`src/rtl/core/mdls_pkg.sv`:
```
package mdls_pkg;

  // Parse phases, one-hot
  typedef enum logic [11:0] {
    PH_INDENT      = 12'b0000_0000_0001,
    PH_HASH        = 12'b0000_0000_0010,
    PH_MARKER      = 12'b0000_0000_0100,
    PH_QUOTE_SPACE = 12'b0000_0000_1000,
    PH_LIST_SKIP   = 12'b0000_0001_0000,
    PH_TOP         = 12'b0000_0010_0000,
    PH_STAR        = 12'b0000_0100_0000,
    PH_BOLD        = 12'b0000_1000_0000,
    PH_BOLD_STAR   = 12'b0001_0000_0000,
    PH_SPAN        = 12'b0010_0000_0000,
    PH_LINK_AFTER  = 12'b0100_0000_0000,
    PH_URL         = 12'b1000_0000_0000
  } phase_e;

  localparam logic [2:0] LT_NORMAL   = 3'd0;
  localparam logic [2:0] LT_HEAD1    = 3'd1;
  localparam logic [2:0] LT_HEAD2    = 3'd2;
  localparam logic [2:0] LT_HEAD3    = 3'd3;
  localparam logic [2:0] LT_LIST     = 3'd4;
  localparam logic [2:0] LT_QUOTE    = 3'd5;
  localparam logic [2:0] LT_CODE     = 3'd6;

  localparam logic [7:0] CH_NUL      = 8'h00;
  localparam logic [7:0] CH_TAB      = 8'h09;
  localparam logic [7:0] CH_NL       = 8'h0A;
  localparam logic [7:0] CH_SPACE    = 8'h20;
  localparam logic [7:0] CH_HASH     = 8'h23;
  localparam logic [7:0] CH_LPAREN   = 8'h28;
  localparam logic [7:0] CH_RPAREN   = 8'h29;
  localparam logic [7:0] CH_STAR     = 8'h2A;
  localparam logic [7:0] CH_DASH     = 8'h2D;
  localparam logic [7:0] CH_GT       = 8'h3E;
  localparam logic [7:0] CH_LBRACK   = 8'h5B;
  localparam logic [7:0] CH_BSLASH   = 8'h5C;
  localparam logic [7:0] CH_RBRACK   = 8'h5D;
  localparam logic [7:0] CH_UNDER    = 8'h5F;
  localparam logic [7:0] CH_TICK     = 8'h60;

  localparam logic [7:0] OUT_CAP     = 8'd255;
  localparam logic [9:0] INDENT_MAX  = 10'd510;

  localparam int unsigned FIFO_DEPTH = 4;
  localparam int unsigned PTR_W      = 2;
  localparam int unsigned CNT_W      = 3;

  typedef struct packed {
    logic [7:0] text_char;
    logic [2:0] line_type;
    logic [8:0] indent;
    logic [7:0] char_count;
    logic       line_done;
  } res_t;

  typedef struct packed {
    phase_e     phase;
    logic       pend_star;   // held marker byte is '*' (else '-')
    logic       prev_bs;     // previous raw byte was a backslash
    logic [7:0] span_delim;
    logic [2:0] hash_total;
    logic [7:0] kept;
    logic [8:0] indent;
    logic [2:0] line_type;
  } line_t;

  typedef struct packed {
    line_t      st;
    logic [1:0] n;
    res_t       r0;
    res_t       r1;
  } work_t;

  localparam line_t LINE_RESET = '{
    phase:      PH_INDENT,
    pend_star:  1'b0,
    prev_bs:    1'b0,
    span_delim: 8'd0,
    hash_total: 3'd0,
    kept:       8'd0,
    indent:     9'd0,
    line_type:  LT_NORMAL
  };

endpackage

```
`src/rtl/core/mdls_parse.sv`:
```
module mdls_parse (
  input  mdls_pkg::line_t line_i,
  input  logic [7:0]      ch_i,
  input  logic            close_i,
  output mdls_pkg::work_t work_o
);

  function automatic mdls_pkg::work_t append(mdls_pkg::work_t w, mdls_pkg::res_t r);
    if (w.n == 2'd0) begin
      w.r0 = r;
    end else if (w.n == 2'd1) begin
      w.r1 = r;
    end
    if (w.n != 2'd2) begin
      w.n = w.n + 2'd1;
    end
    return w;
  endfunction

  function automatic mdls_pkg::work_t put_char(mdls_pkg::work_t w, logic [7:0] c);
    mdls_pkg::res_t r;
    if (w.st.kept < mdls_pkg::OUT_CAP) begin
      w.st.kept    = w.st.kept + 8'd1;
      r.text_char  = c;
      r.line_type  = w.st.line_type;
      r.indent     = w.st.indent;
      r.char_count = w.st.kept;
      r.line_done  = 1'b0;
      w = append(w, r);
    end
    return w;
  endfunction

  function automatic logic [2:0] heading_type(logic [2:0] h);
    logic [2:0] t;
    case (h) inside
      3'd1:         t = mdls_pkg::LT_HEAD1;
      3'd2:         t = mdls_pkg::LT_HEAD2;
      [3'd3:3'd6]:  t = mdls_pkg::LT_HEAD3;
      default:      t = mdls_pkg::LT_NORMAL;
    endcase
    return t;
  endfunction

  function automatic logic italic_ok(mdls_pkg::line_t s);
    return (s.kept != 8'd0) && !s.prev_bs;
  endfunction

  // Body phases that need no replay of an earlier byte
  function automatic mdls_pkg::work_t body_simple(mdls_pkg::work_t w, logic [7:0] c);
    case (w.st.phase)
      mdls_pkg::PH_BOLD: begin
        if (c == mdls_pkg::CH_STAR) begin
          w.st.pend_star = 1'b1;
          w.st.phase     = mdls_pkg::PH_BOLD_STAR;
          return w;
        end
        w = put_char(w, c);
      end
      mdls_pkg::PH_SPAN: begin
        if (c == w.st.span_delim) begin
          w.st.phase = (w.st.span_delim == mdls_pkg::CH_RBRACK) ?
                       mdls_pkg::PH_LINK_AFTER : mdls_pkg::PH_TOP;
        end else begin
          w = put_char(w, c);
        end
      end
      mdls_pkg::PH_URL: begin
        if (c == mdls_pkg::CH_RPAREN) begin
          w.st.phase = mdls_pkg::PH_TOP;
        end
      end
      default: begin
        w.st.phase = mdls_pkg::PH_TOP;
        if (c == mdls_pkg::CH_STAR) begin
          w.st.pend_star = 1'b1;
          w.st.phase     = mdls_pkg::PH_STAR;
          return w;
        end
        if (c == mdls_pkg::CH_UNDER && italic_ok(w.st)) begin
          w.st.phase      = mdls_pkg::PH_SPAN;
          w.st.span_delim = mdls_pkg::CH_UNDER;
        end else if (c == mdls_pkg::CH_TICK) begin
          w.st.phase      = mdls_pkg::PH_SPAN;
          w.st.span_delim = mdls_pkg::CH_TICK;
        end else if (c == mdls_pkg::CH_LBRACK) begin
          w.st.phase      = mdls_pkg::PH_SPAN;
          w.st.span_delim = mdls_pkg::CH_RBRACK;
        end else begin
          w = put_char(w, c);
        end
      end
    endcase
    w.st.prev_bs = (c == mdls_pkg::CH_BSLASH);
    return w;
  endfunction

  function automatic mdls_pkg::work_t body_byte(mdls_pkg::work_t w, logic [7:0] c);
    case (w.st.phase)
      mdls_pkg::PH_STAR: begin
        if (c == mdls_pkg::CH_STAR) begin
          w.st.phase   = mdls_pkg::PH_BOLD;
          w.st.prev_bs = 1'b0;
          return w;
        end
        if (italic_ok(w.st)) begin
          w.st.phase      = mdls_pkg::PH_SPAN;
          w.st.span_delim = mdls_pkg::CH_STAR;
        end else begin
          w          = put_char(w, mdls_pkg::CH_STAR);
          w.st.phase = mdls_pkg::PH_TOP;
        end
        w.st.prev_bs = 1'b0;
        w = body_simple(w, c);
      end
      mdls_pkg::PH_BOLD_STAR: begin
        if (c == mdls_pkg::CH_STAR) begin
          w.st.phase   = mdls_pkg::PH_TOP;
          w.st.prev_bs = 1'b0;
          return w;
        end
        w            = put_char(w, mdls_pkg::CH_STAR);
        w.st.phase   = mdls_pkg::PH_BOLD;
        w.st.prev_bs = 1'b0;
        w = body_simple(w, c);
      end
      mdls_pkg::PH_LINK_AFTER: begin
        if (c == mdls_pkg::CH_LPAREN) begin
          w.st.phase   = mdls_pkg::PH_URL;
          w.st.prev_bs = 1'b0;
          return w;
        end
        w.st.phase = mdls_pkg::PH_TOP;
        w = body_simple(w, c);
      end
      default: begin
        w = body_simple(w, c);
      end
    endcase
    return w;
  endfunction

  function automatic mdls_pkg::work_t feed_byte(mdls_pkg::work_t w, logic [7:0] c);
    logic [9:0] ind_sum;
    logic       is_blank;
    ind_sum  = {1'b0, w.st.indent} + ((c == mdls_pkg::CH_TAB) ? 10'd2 : 10'd1);
    is_blank = (c == mdls_pkg::CH_SPACE) || (c == mdls_pkg::CH_TAB);
    case (w.st.phase)
      mdls_pkg::PH_INDENT: begin
        if (is_blank) begin
          w.st.indent = (ind_sum > mdls_pkg::INDENT_MAX) ?
                        mdls_pkg::INDENT_MAX[8:0] : ind_sum[8:0];
        end else if (c == mdls_pkg::CH_HASH) begin
          w.st.hash_total = 3'd1;
          w.st.phase      = mdls_pkg::PH_HASH;
        end else if (c == mdls_pkg::CH_DASH || c == mdls_pkg::CH_STAR) begin
          w.st.pend_star = (c == mdls_pkg::CH_STAR);
          w.st.phase     = mdls_pkg::PH_MARKER;
          return w;
        end else if (c == mdls_pkg::CH_GT) begin
          w.st.line_type = mdls_pkg::LT_QUOTE;
          w.st.phase     = mdls_pkg::PH_QUOTE_SPACE;
        end else if (c == mdls_pkg::CH_TICK) begin
          w.st.line_type = mdls_pkg::LT_CODE;
          w.st.phase     = mdls_pkg::PH_TOP;
        end else begin
          w.st.phase = mdls_pkg::PH_TOP;
          return body_simple(w, c);
        end
        w.st.prev_bs = 1'b0;
      end
      mdls_pkg::PH_HASH: begin
        if (c == mdls_pkg::CH_HASH) begin
          if (w.st.hash_total != 3'd7) begin
            w.st.hash_total = w.st.hash_total + 3'd1;
          end
          w.st.prev_bs = 1'b0;
          return w;
        end
        w.st.line_type = heading_type(w.st.hash_total);
        w.st.phase     = mdls_pkg::PH_TOP;
        if (c == mdls_pkg::CH_SPACE) begin
          w.st.prev_bs = 1'b0;
        end else begin
          w = body_simple(w, c);
        end
      end
      mdls_pkg::PH_MARKER: begin
        if (is_blank) begin
          w.st.line_type = mdls_pkg::LT_LIST;
          w.st.phase     = mdls_pkg::PH_LIST_SKIP;
          w.st.prev_bs   = 1'b0;
          return w;
        end
        // Replay the held marker byte as body text, then this byte
        w.st.phase = mdls_pkg::PH_TOP;
        w = body_simple(w, w.st.pend_star ? mdls_pkg::CH_STAR : mdls_pkg::CH_DASH);
        w = body_byte(w, c);
      end
      mdls_pkg::PH_QUOTE_SPACE: begin
        w.st.phase = mdls_pkg::PH_TOP;
        if (c == mdls_pkg::CH_SPACE) begin
          w.st.prev_bs = 1'b0;
        end else begin
          w = body_simple(w, c);
        end
      end
      mdls_pkg::PH_LIST_SKIP: begin
        if (is_blank) begin
          w.st.prev_bs = 1'b0;
          return w;
        end
        w.st.phase = mdls_pkg::PH_TOP;
        w = body_simple(w, c);
      end
      default: begin
        w = body_byte(w, c);
      end
    endcase
    return w;
  endfunction

  function automatic mdls_pkg::work_t close_line(mdls_pkg::work_t w);
    mdls_pkg::res_t r;
    case (w.st.phase)
      mdls_pkg::PH_HASH: begin
        w.st.line_type = heading_type(w.st.hash_total);
      end
      mdls_pkg::PH_MARKER: begin
        w = put_char(w, w.st.pend_star ? mdls_pkg::CH_STAR : mdls_pkg::CH_DASH);
      end
      mdls_pkg::PH_BOLD_STAR: begin
        w = put_char(w, mdls_pkg::CH_STAR);
      end
      mdls_pkg::PH_STAR: begin
        if (!italic_ok(w.st)) begin
          w = put_char(w, mdls_pkg::CH_STAR);
        end
      end
      default: begin
      end
    endcase
    r.text_char  = mdls_pkg::CH_NUL;
    r.line_type  = w.st.line_type;
    r.indent     = w.st.indent;
    r.char_count = w.st.kept;
    r.line_done  = 1'b1;
    return append(w, r);
  endfunction

  mdls_pkg::work_t init_w;

  always_comb begin
    init_w    = '0;
    init_w.st = line_i;
    work_o    = close_i ? close_line(init_w) : feed_byte(init_w, ch_i);
  end

endmodule

```
`src/rtl/core/markdown_line_markup_stripper_top.sv`:
```
// Markdown line markup stripper.
// Input channel (in_valid_i / in_stall_o): one raw byte per item in ch_i, or
// an end-of-file item with end_of_file_i high. Byte 10 closes a line.
// Output channel (out_valid_o / out_stall_i): kept characters of the line,
// each with the line's type, indent and running kept count, followed by one
// summary item per line with line_done_o high.
// The first result of an item passes through the input register and is then
// written to the result queue, from whose head the output is read.
// Throughput: one input item per cycle while the receiver takes results.
// An item yields at most two results; the four-entry result queue drains one
// per cycle, so items that yield two results are paced by the output port.
// The input register takes a new item whenever the queue has room for two
// results, including while a finished result still waits at the output.
// Reset clears the parse state, the input register and the result queue.
// When the receiver stalls, the head result holds; once the queue cannot
// take two more results, in_stall_o rises and the held byte waits.
module markdown_line_markup_stripper_top #(
  parameter int unsigned LINE_LIMIT = 255
) (
  input  logic       clk_i,
  input  logic       rst_ni,
  input  logic       in_valid_i,
  output logic       in_stall_o,
  input  logic [7:0] ch_i,
  input  logic       end_of_file_i,
  output logic       out_valid_o,
  input  logic       out_stall_i,
  output logic [7:0] text_char_o,
  output logic [2:0] line_type_o,
  output logic [8:0] indent_o,
  output logic [7:0] char_count_o,
  output logic       line_done_o
);

  localparam int unsigned RAW_W = $clog2(LINE_LIMIT + 1);
  localparam logic [RAW_W-1:0] RAW_LIMIT = RAW_W'(LINE_LIMIT);

  logic                           in_valid_q, in_valid_d;
  logic [7:0]                     ch_q;
  logic                           eof_q;
  mdls_pkg::line_t                line_q, line_d;
  logic [RAW_W-1:0]               raw_q, raw_d;
  logic                           zero_q, zero_d;
  mdls_pkg::res_t                 fifo_q [mdls_pkg::FIFO_DEPTH];
  logic [mdls_pkg::PTR_W-1:0]     wr_q, wr_d, rd_q, rd_d;
  logic [mdls_pkg::CNT_W-1:0]     cnt_q, cnt_d;

  logic            accept_in, step, pop;
  logic            room_line, is_nl, close_req, feed_req, clear_line;
  logic [1:0]      push_n;
  mdls_pkg::work_t work;

  // Room for two results keeps a worst-case item from overrunning the queue
  assign step       = in_valid_q &&
                      (cnt_q <= mdls_pkg::CNT_W'(mdls_pkg::FIFO_DEPTH - 2));
  assign in_stall_o = in_valid_q && !step;
  assign accept_in  = in_valid_i && !in_stall_o;

  assign is_nl      = (ch_q == mdls_pkg::CH_NL);
  assign room_line  = (raw_q < RAW_LIMIT);
  assign close_req  = eof_q ? (raw_q != '0) : is_nl;
  assign clear_line = eof_q || is_nl;
  assign feed_req   = !eof_q && !is_nl && room_line && !zero_q &&
                      (ch_q != mdls_pkg::CH_NUL);

  mdls_parse u_parse (
    .line_i  (line_q),
    .ch_i    (ch_q),
    .close_i (close_req),
    .work_o  (work)
  );

  assign push_n = (step && (close_req || feed_req)) ? work.n : 2'd0;

  always_comb begin
    in_valid_d = in_valid_q;
    if (accept_in) begin
      in_valid_d = 1'b1;
    end else if (step) begin
      in_valid_d = 1'b0;
    end

    line_d = line_q;
    raw_d  = raw_q;
    zero_d = zero_q;
    if (step) begin
      if (clear_line) begin
        line_d = mdls_pkg::LINE_RESET;
        raw_d  = '0;
        zero_d = 1'b0;
      end else if (room_line) begin
        raw_d = raw_q + RAW_W'(1);
        if (ch_q == mdls_pkg::CH_NUL) begin
          zero_d = 1'b1;
        end
        if (feed_req) begin
          line_d = work.st;
        end
      end
    end
  end

  assign pop  = out_valid_o && !out_stall_i;
  assign wr_d = wr_q + mdls_pkg::PTR_W'(push_n);
  assign rd_d = rd_q + mdls_pkg::PTR_W'(pop);
  assign cnt_d = cnt_q + mdls_pkg::CNT_W'(push_n) - mdls_pkg::CNT_W'(pop);

  always_ff @(posedge clk_i or negedge rst_ni) begin
    if (!rst_ni) begin
      in_valid_q <= 1'b0;
      line_q     <= mdls_pkg::LINE_RESET;
      raw_q      <= '0;
      zero_q     <= 1'b0;
      wr_q       <= '0;
      rd_q       <= '0;
      cnt_q      <= '0;
    end else begin
      in_valid_q <= in_valid_d;
      line_q     <= line_d;
      raw_q      <= raw_d;
      zero_q     <= zero_d;
      wr_q       <= wr_d;
      rd_q       <= rd_d;
      cnt_q      <= cnt_d;
    end
  end

  always_ff @(posedge clk_i) begin
    if (accept_in) begin
      ch_q  <= ch_i;
      eof_q <= end_of_file_i;
    end
    if (push_n != 2'd0) begin
      fifo_q[wr_q] <= work.r0;
    end
    if (push_n == 2'd2) begin
      fifo_q[wr_q + mdls_pkg::PTR_W'(1)] <= work.r1;
    end
  end

  assign out_valid_o  = (cnt_q != '0);
  assign text_char_o  = fifo_q[rd_q].text_char;
  assign line_type_o  = fifo_q[rd_q].line_type;
  assign indent_o     = fifo_q[rd_q].indent;
  assign char_count_o = fifo_q[rd_q].char_count;
  assign line_done_o  = fifo_q[rd_q].line_done;

  a_queue_bound : assert property (@(posedge clk_i) disable iff (!rst_ni)
    cnt_q <= mdls_pkg::CNT_W'(mdls_pkg::FIFO_DEPTH))
    else $error("result queue overrun");

  a_line_clear : assert property (@(posedge clk_i) disable iff (!rst_ni)
    (step && clear_line) |=> (line_q.phase == mdls_pkg::PH_INDENT &&
                              line_q.kept == 8'd0 && raw_q == '0))
    else $error("line state not cleared at line end");

  a_raw_bound : assert property (@(posedge clk_i) disable iff (!rst_ni)
    raw_q <= RAW_LIMIT)
    else $error("raw length past line limit");

  a_text_count : assert property (@(posedge clk_i) disable iff (!rst_ni)
    (out_valid_o && !line_done_o) |-> (char_count_o != 8'd0))
    else $error("kept character with zero count");

endmodule
```
`config.mk`:
```
export PLATFORM = sky130hd
export DESIGN_NAME = markdown_line_markup_stripper_top
export DESIGN_NICKNAME = d
export VERILOG_FILES = /design/src/rtl/core/mdls_pkg.sv /design/src/rtl/core/mdls_parse.sv /design/src/rtl/core/markdown_line_markup_stripper_top.sv
export SDC_FILE = /design/constraint.sdc
export NUM_CORES = 1
export LEC_CHECK = 0
export BUFFER_PORTS_ARGS = -buffer_cell sky130_fd_sc_hd__clkbuf_2
export CAP_MARGIN = 10
export CELL_PAD_IN_SITES_DETAIL_PLACEMENT = 1
export CELL_PAD_IN_SITES_GLOBAL_PLACEMENT = 1
export CORE_MARGIN = 4
export CORE_UTILIZATION = 35
export CTS_CLUSTER_DIAMETER = 40
export DETAILED_ROUTE_END_ITERATION = 12
export MAX_ROUTING_LAYER = met4
export PLACE_DENSITY_LB_ADDON = 0.12
export SKIP_CTS_REPAIR_TIMING = 1
export SYNTH_ARGS = -nofsm -noshare
export SYNTH_HDL_FRONTEND = slang
export SYNTH_SLANG_ARGS = --single-unit
```
`constraint.sdc`:
```
create_clock -name clk_i -period 11.1 [get_ports clk_i]
set_input_delay 0.555 -clock clk_i [delete_from_list [all_inputs] [get_ports clk_i]]
set_output_delay 0.555 -clock clk_i [all_outputs]
set_load 0.02 [all_outputs]
```
==> summary.md, run 1 <==
| Metric | Value |
|---|---|
| Critical R2R Capture | `fifo_q[3][9]` |
| Cell area after synthesis | `0.01756 mm2` |
| Die X-Extent | `232.0 um` |
| Tot Pwr | `between 4 and 5 mW` |
| CP max FO | `28` |
| Drt pass-1 iters | `5` |
| Synth top cells by count | `nand2_1 (249), o21ai_0 (219), nor2_1 (214)` |
| Achievable Freq | `111.4 MHz` |
| Synth warnings | `0` |
| All-Layer GR Usage | `0.3465` |
| PwrDens | `about 250 mW/mm2` |
| Placer Congestion | `between 1 and 1.5` |
| CP arrival | `9280 ps` |
| Ys flop type | `edfxtp_1` |
| Async set-reset flop share out of synthesis | `0.3316` |
| Flop pwr share | `0.235` |
| Syn avg cell area | `between 7 and 8 um2` |
| Endpoints failing setup | `0` |
| Largest net degree at the start of global routing | `63` |
| RSZ-0062 raised after global routing | `false` |
| P_int | `approximately 2.2 mW` |
| Slew Viols, Final | `0` |
| DRC viols | `0` |
| H-tree depth | `4` |
| Core area | `0.04925 mm2` |
| Global route total overflow | `0` |
| Met2 usage | `0.5155` |
| Final core utilization | `0.3915` |
| Pleak | `between 6 and 7 nW` |
| Vias in the first global route | `19320` |
| Share of the synthesized area in the top cell type | `0.2138` |
| Combinational share of power | `0.620` |
| Setup TNS | `0 ps` |
| Die area | `0.05381 mm2` |
| Worst Setup End Kind | `flop` |
| Yosys reg bits | `between 150 and 200` |
| CTS tree | `yes` |
| Die height | `232.0 um` |
| Share of layout cells above drive strength 1 | `0.1196` |
| Cts bufs inserted | `17` |
| Min Hold Slack | `158.7 ps` |
| Worst setup SP type | `flop` |
| Post-layout nets | `2239` |
| Routed wire per std cell | `32.15 um` |
| Outcome | `finished clean` |
| Initial Util | `0.3564` |
| Post-synthesis sequential area ratio | `0.3023` |
| GR Util met3 | `0.07949` |
| Sw frac | `0.5404` |
| Filler cell count | `approximately 6000` |
| Area leader, netlist | `edfxtp_1` |
| Min cycle time layout | `approximately 9000 ps` |
| Initial antenna violation count | `4` |
| Reg2Reg Setup Slack | `approximately 2100 ps` |
| Clk slew on worst S/H paths | `100 ps` |
| Most used routing layer | `met2` |
| Final ANT Viol Nets | `0` |
| Reg2reg path depth | `24` |
| Via count | `approximately 20000` |
| Post-synthesis net count | `2264` |
| Clock share of power | `0.145` |
| Via density | `a little under 7` |
| Max_cap viols | `0` |
| Leading post-synthesis cells by cell area | `edfxtp_1 (21%), dfrtp_1 (8.7%), o21ai_0 (6.2%)` |
| Post-synth cell types | `106` |
| Sw power | `2.639 mW` |
| Slew @ Worst Pin | `1305 ps` |
| Fin crit share | `0.8086` |
| Final HPWL DP | `around 70 mm` |
| Post-layout instance area | `0.01928 mm2` |
| Worst min-delay path category | `input port to asynchronous set/reset pin` |
| Kind of critical path | `flop to flop` |
| Peak supply drop | `~0.089 mV` |
| Number of top-level pins | `between 40 and 50` |
| Reg-to-Reg Start | `line_q[12]` |
| Area Growth Syn to Fin | `9.828%` |
| Global Route met1 Usage | `0.4670` |
| Cell with the most instances after synthesis | `nand2_1` |
| Row count | `81` |
| Port-buffer cells | `43` |
| Overall routed net length | `92.39 mm` |
| Global-route wire length before repair | `135.0 mm` |
| Placement Cell Area | `0.01860 mm2` |
| Initial DRC count | `2409` |
| Final Hold Vio Count | `0` |
| Skew final | `24.99 ps` |
| Relative slew margins | `0.1244` |
| Post-Syn Instances | `2219` |
| Clk sink count | `187` |
| Later-pin clock latency in the skew report | `510 ps` |
| Clock tree buffer depth | `2` |
| CTS Root Cell | `clkbuf_16` |
| Required time of the worst setup path | `11400 ps` |
| Post-synth EDFFs | `~130` |
cell type report:
class / count / area (um2) / area share
Antenna cell: 3 / 7.507 / 0.0003894
Clock inverter: 15 / 229.0 / 0.01188
Clock buffer: 17 / 425.4 / 0.02206
Multi-Input combinational cell: 1820 / 11480 / 0.5956
Timing Repair Buffer: 123 / 825.8 / 0.04283
Inverter: 45 / 171.4 / 0.008890
Tap cell: 664 / 830.8 / 0.04309
Sequential cell: 187 / 5308 / 0.2753
power groups by stage:
stage,combinational (mW),sequential [mW],clock (mW)
after CTS,2.94,1.15,0.721
after global placement,2.91,1.15,0
after global routing,3.21,1.17,0.746
after floorplan,1.91,1.06,0
final,3.03,1.15,0.709
after detailed placement,2.93,1.16,0
cells by family (layout without fill, tap and decap cells):
group | after synthesis | count (layout) | share of synthesized area
AO/OA/AOI/OAI | 776 | 776 | 0.2864
XOR/XNOR | 57 | 57 | 0.02929
adder cells (fa/ha/maj) | 32 | 32 | 0.02366
multiplexers | 62 | 62 | 0.05709
flip-flops | 187 | 187 | 0.3023
AND/OR/NAND/NOR | 893 | 893 | 0.2529
buffers and inverters | 212 | 200 | 0.04839
other | 0 | 3 | 0
flip-flops by register name, summed over array words and instances (netlist names), 2 cells and up:
| register | cells |
|---|---|
| fifo_q | 116 |
| line_q | 45 |
| ch_q | 8 |
| raw_q | 8 |
| cnt_q | 3 |
| rd_q | 2 |
| wr_q | 2 |
layout by cell type (no fill, tap or decap), drive strengths merged, types with 28 or more instances in the layout:
cell type / n
mux4: 29
dfrtp: 61
inv: 53
nand4: 48
nor4: 36
o21ai: 227
and2: 41
a21oi: 202
xnor2: 44
a31oi: 43
o211ai: 32
nand2: 250
nand3: 103
clkbuf: 59
edfxtp: 125
a211oi: 31
nor2: 214
nor3: 61
buf: 81
ha: 30
o31ai: 28
how the worst max path moves through the flow:
stage | from | to | slack, ps | cells past startpoint
2_1_floorplan | line_q[12] | fifo_q[0][0] | 2410 | 28
3_3_place_gp | line_q[12] | fifo_q[0][15] | 2680 | 24
3_5_place_dp | line_q[13] | fifo_q[3][9] | 2440 | 24
4_1_cts | line_q[13] | fifo_q[3][9] | 2450 | 24
5_1_grt | line_q[13] | fifo_q[3][17] | 1550 | 25
6_report | line_q[12] | fifo_q[3][9] | 2120 | 24
critical path, stage by stage (launching register included):
cell      delay [ps]
dfrtp_1          630
ha_1             570
nand3_1          560
nor2_2           230
buf_4            400
inv_1            120
ha_1             510
mux2i_1          380
ha_1             300
inv_1            130
a21oi_2          270
nand4_4          210
o21ai_0          130
buf_4            230
a21oi_1          130
inv_1             80
ha_1             140
o21ai_0          170
a211oi_2         420
a21oi_1          410
o21ai_0          990
a41oi_1          290
o21ai_1          960
nand2_1          240
o21ai_0          250
through the flow:
| step | worst slack (ps) | std cells |
|---|---|---|
| after floorplan | 2406 | 2219 |
| final | 2124 | 2874 |
| after detailed placement | 2438 | 2838 |
| after CTS | 2453 | 2870 |
| after global placement | 2678 | 2838 |
| after global routing | 1553 | 2874 |
layer usage:
layer  wire length [um]  vias up  part of all wire
met5                  0        -                 0
met1              40450     9889              0.44
met3               8329      222             0.090
met2              40040     1027              0.43
li1                   -     8443                 -
met4               3573        0             0.039
Note: power is estimated with default switching activity, not from simulation.
==> run 2: changes to the inputs <==
Settings changed: ABC_AREA set to 1.
Clock period 11.1 ns to 8 ns, I/O delays scaled along.
==> run 2 against run 1 <==
Global-route usage grew 2.8 points. First-iteration DRC count grew 19%. Utilization shrank 0.72 points. Clock skew grew 8.9 ps.
==> summary.md, run 2 <==
| Metric | Value |
|---|---|
| DRC viols | `0` |
| Synth top cells by count | `nand2_1 (887), nor2_1 (359), o21ai_0 (303)` |
| Post-synthesis net count | `3230` |
| Via count | `24590` |
| # placed instances | `about 3900` |
| Reg2reg path depth | `38` |
| Slowest stage delay, CP | `630 ps` |
| Routed wire per std cell | `28.40 um` |
| Skew final | `33.89 ps` |
| Max_cap viols | `0` |
| CTS tree | `yes` |
| Regs by FF count | `fifo_q: 116 flops, line_q: 45 flops` |
| Filler cell count | `7410` |
| Slew Viols, Final | `0` |
| Max reg flops | `roughly 120` |
| Area Growth Syn to Fin | `8.642%` |
| Largest net degree at the start of global routing | `114` |
| Required time of the worst setup path | `8400 ps` |
| Cell area after synthesis | `0.01949 mm2` |
| PwrDens | `447.0 mW/mm2` |
| Post-synthesis sequential area ratio | `0.2723` |
| Outcome | `finished clean` |
| Die height | `244.0 um` |
| Cell with the most instances after synthesis | `nand2_1` |
| Clk slew on worst S/H paths | `100 ps` |
| Async set-reset flop share out of synthesis | `0.3316` |
| Global-route wire length before repair | `163.7 mm` |
| Setup crit end | `cnt_q[2]` |
| Drt pass-1 iters | `5` |
| Cell Count, Final, Fillers Out | `3918` |
| Initial Util | `0.3537` |
| Peak supply drop | `0.2538 mV` |
| Global route total overflow | `0` |
| Slew @ Worst Pin | `~1200 ps` |
| Leading post-synthesis cells by cell area | `edfxtp_1 (19%), nand2_1 (17%), dfrtp_1 (7.8%)` |
| Post-synth EDFFs | `125` |
| Commonest non-fill, non-tap cell in the layout | `nand2_1` |
| Die X-Extent | `244.0 um` |
| Critical R2R Capture | `cnt_q[2]` |
| Row count | `86` |
| Post-Syn Instances | `3185` |
| Clock tree buffer depth | `2` |
| Crit path launch | `line_q[12]` |
| Later-pin clock latency in the skew report | `520 ps` |
| RSZ-0062 raised after global routing | `false` |
| Setup TNS | `0 ps` |
| Pleak | `~9.5 nW` |
| Ant diodes | `0` |
| Core area | `approximately 0.055 mm2` |
| Achievable Freq | `137.0 MHz` |
| Final ANT Viol Nets | `0` |
| Port-buffer cells | `43` |
| Post-layout instance area | `about 0.021 mm2` |
| Final core utilization | `0.3843` |
| Relative slew margins | `0.1910` |
| Worst Setup End Kind | `flop` |
| Initial antenna violation count | `1` |
| Synth warnings | `0` |
| All-Layer GR Usage | `0.3749` |
| Post-layout nets | `3202` |
| Placer Congestion | `1.014` |
| Worst min-delay path category | `input port to flop` |
| Final Hold Vio Count | `0` |
| Most frequent cells in the layout | `nand2_1 (887), nor2_1 (351), inv_1 (302), o21ai_0 (302), a21oi_1 (194)` |
| Via density | `6.275` |
| Clk sink count | `187` |
| Placement Cell Area | `0.02053 mm2` |
| Ys flop type | `edfxtp_1` |
| CP arrival | `7700 ps` |
| Endpoints failing setup | `0` |
| Share of layout cells above drive strength 1 | `0.07256` |
| Number of top-level pins | `44` |
| Post-synth cell types | `63` |
| Min cycle time layout | `7297 ps` |
| Fin crit share | `0.9121` |
| Largest register by flop count | `fifo_q` |
| Tot Pwr | `9.463 mW` |
| CTS Root Cell | `clkbuf_16` |
| Overall routed net length | `111.3 mm` |
| Die area | `between 0.05 and 0.06 mm2` |
| Cts bufs inserted | `17` |
| Initial DRC count | `2869` |
| Final HPWL DP | `84.51 mm` |
| Kind of critical path | `flop to flop` |
| Reg2Reg Setup Slack | `700 ps` |
| Worst setup SP type | `flop` |
| H-tree depth | `4` |
| Syn avg cell area | `6.119 um2` |
| Crit path top cell by count | `nand2_1` |
| Vias in the first global route | `~24000` |
| Share of the synthesized area in the top cell type | `0.1926` |
| Yosys reg bits | `187` |
| CP max FO | `30` |
| Slowest cell on the critical path | `dfrtp_1` |
| Area leader, netlist | `edfxtp_1` |
| Reg-to-Reg Start | `line_q[12]` |
run 2: power breakdown:
group | switching, mW | total, mW | internal (mW)
logic | 5.16 | 6.85 | 1.70
registers | 0.208 | 1.65 | 1.44
clock network | 0.526 | 0.962 | 0.436
run 2: cell families after synthesis:
family	share of synthesized area
flip-flops	0.2723
adder cells (fa/ha/maj)	0.02132
buffers and inverters	0.1044
AO/OA/AOI/OAI	0.2143
XOR/XNOR	0.01169
AND/OR/NAND/NOR	0.3761
run 2: critical path, delay by kind of cell, from the launching register on:
family          cells  cell delay (ps)
flops               1              630
compound gates      1              400
buf+inv             5              980
xor+xnor            1              130
simple gates       25             3130
fa+ha+maj           6             1870
run 2: metal layers:
layer	share of wire	GRT usage	wire, um
met1	0.44	0.5158	48670
met2	0.44	0.5670	48730
met3	0.087	0.05526	9707
met4	0.038	0.1278	4177
met5	0	-	0
run 2: cell type report:
class | instances | area, um2 | share of cell area
Clock buffer | 17 | 425.4 | 0.02009
Timing Repair Buffer | 127 | 873.3 | 0.04125
Inverter | 331 | 1247 | 0.05892
Tap cell | 748 | 935.9 | 0.04421
Multi-Input combinational cell | 2493 | 12180 | 0.5753
Clock inverter | 15 | 203.9 | 0.009633
Sequential cell | 187 | 5306 | 0.2506
run 2: worst min path at each step:
stage               startpoint        to  slack (ps)  cells after the start
finish                 ch_i[1]   ch_q[1]          80                      1
detailed placement      rst_ni   rd_q[0]         220                      1
global route           ch_i[5]   ch_q[5]          70                      1
floorplan               rst_ni  cnt_q[0]         100                      0
CTS                     rst_ni   rd_q[0]        -340                      1
global placement        rst_ni   rd_q[0]         210                      1
run 2: through the flow:
stage	setup WS, ps	hold WS, ps
2_1_floorplan	1850	104.4
3_3_place_gp	1157	210.8
4_1_cts	853.0	-335.9
5_1_grt	163.8	70.48
3_5_place_dp	917.4	216.5
6_report	703.3	79.56
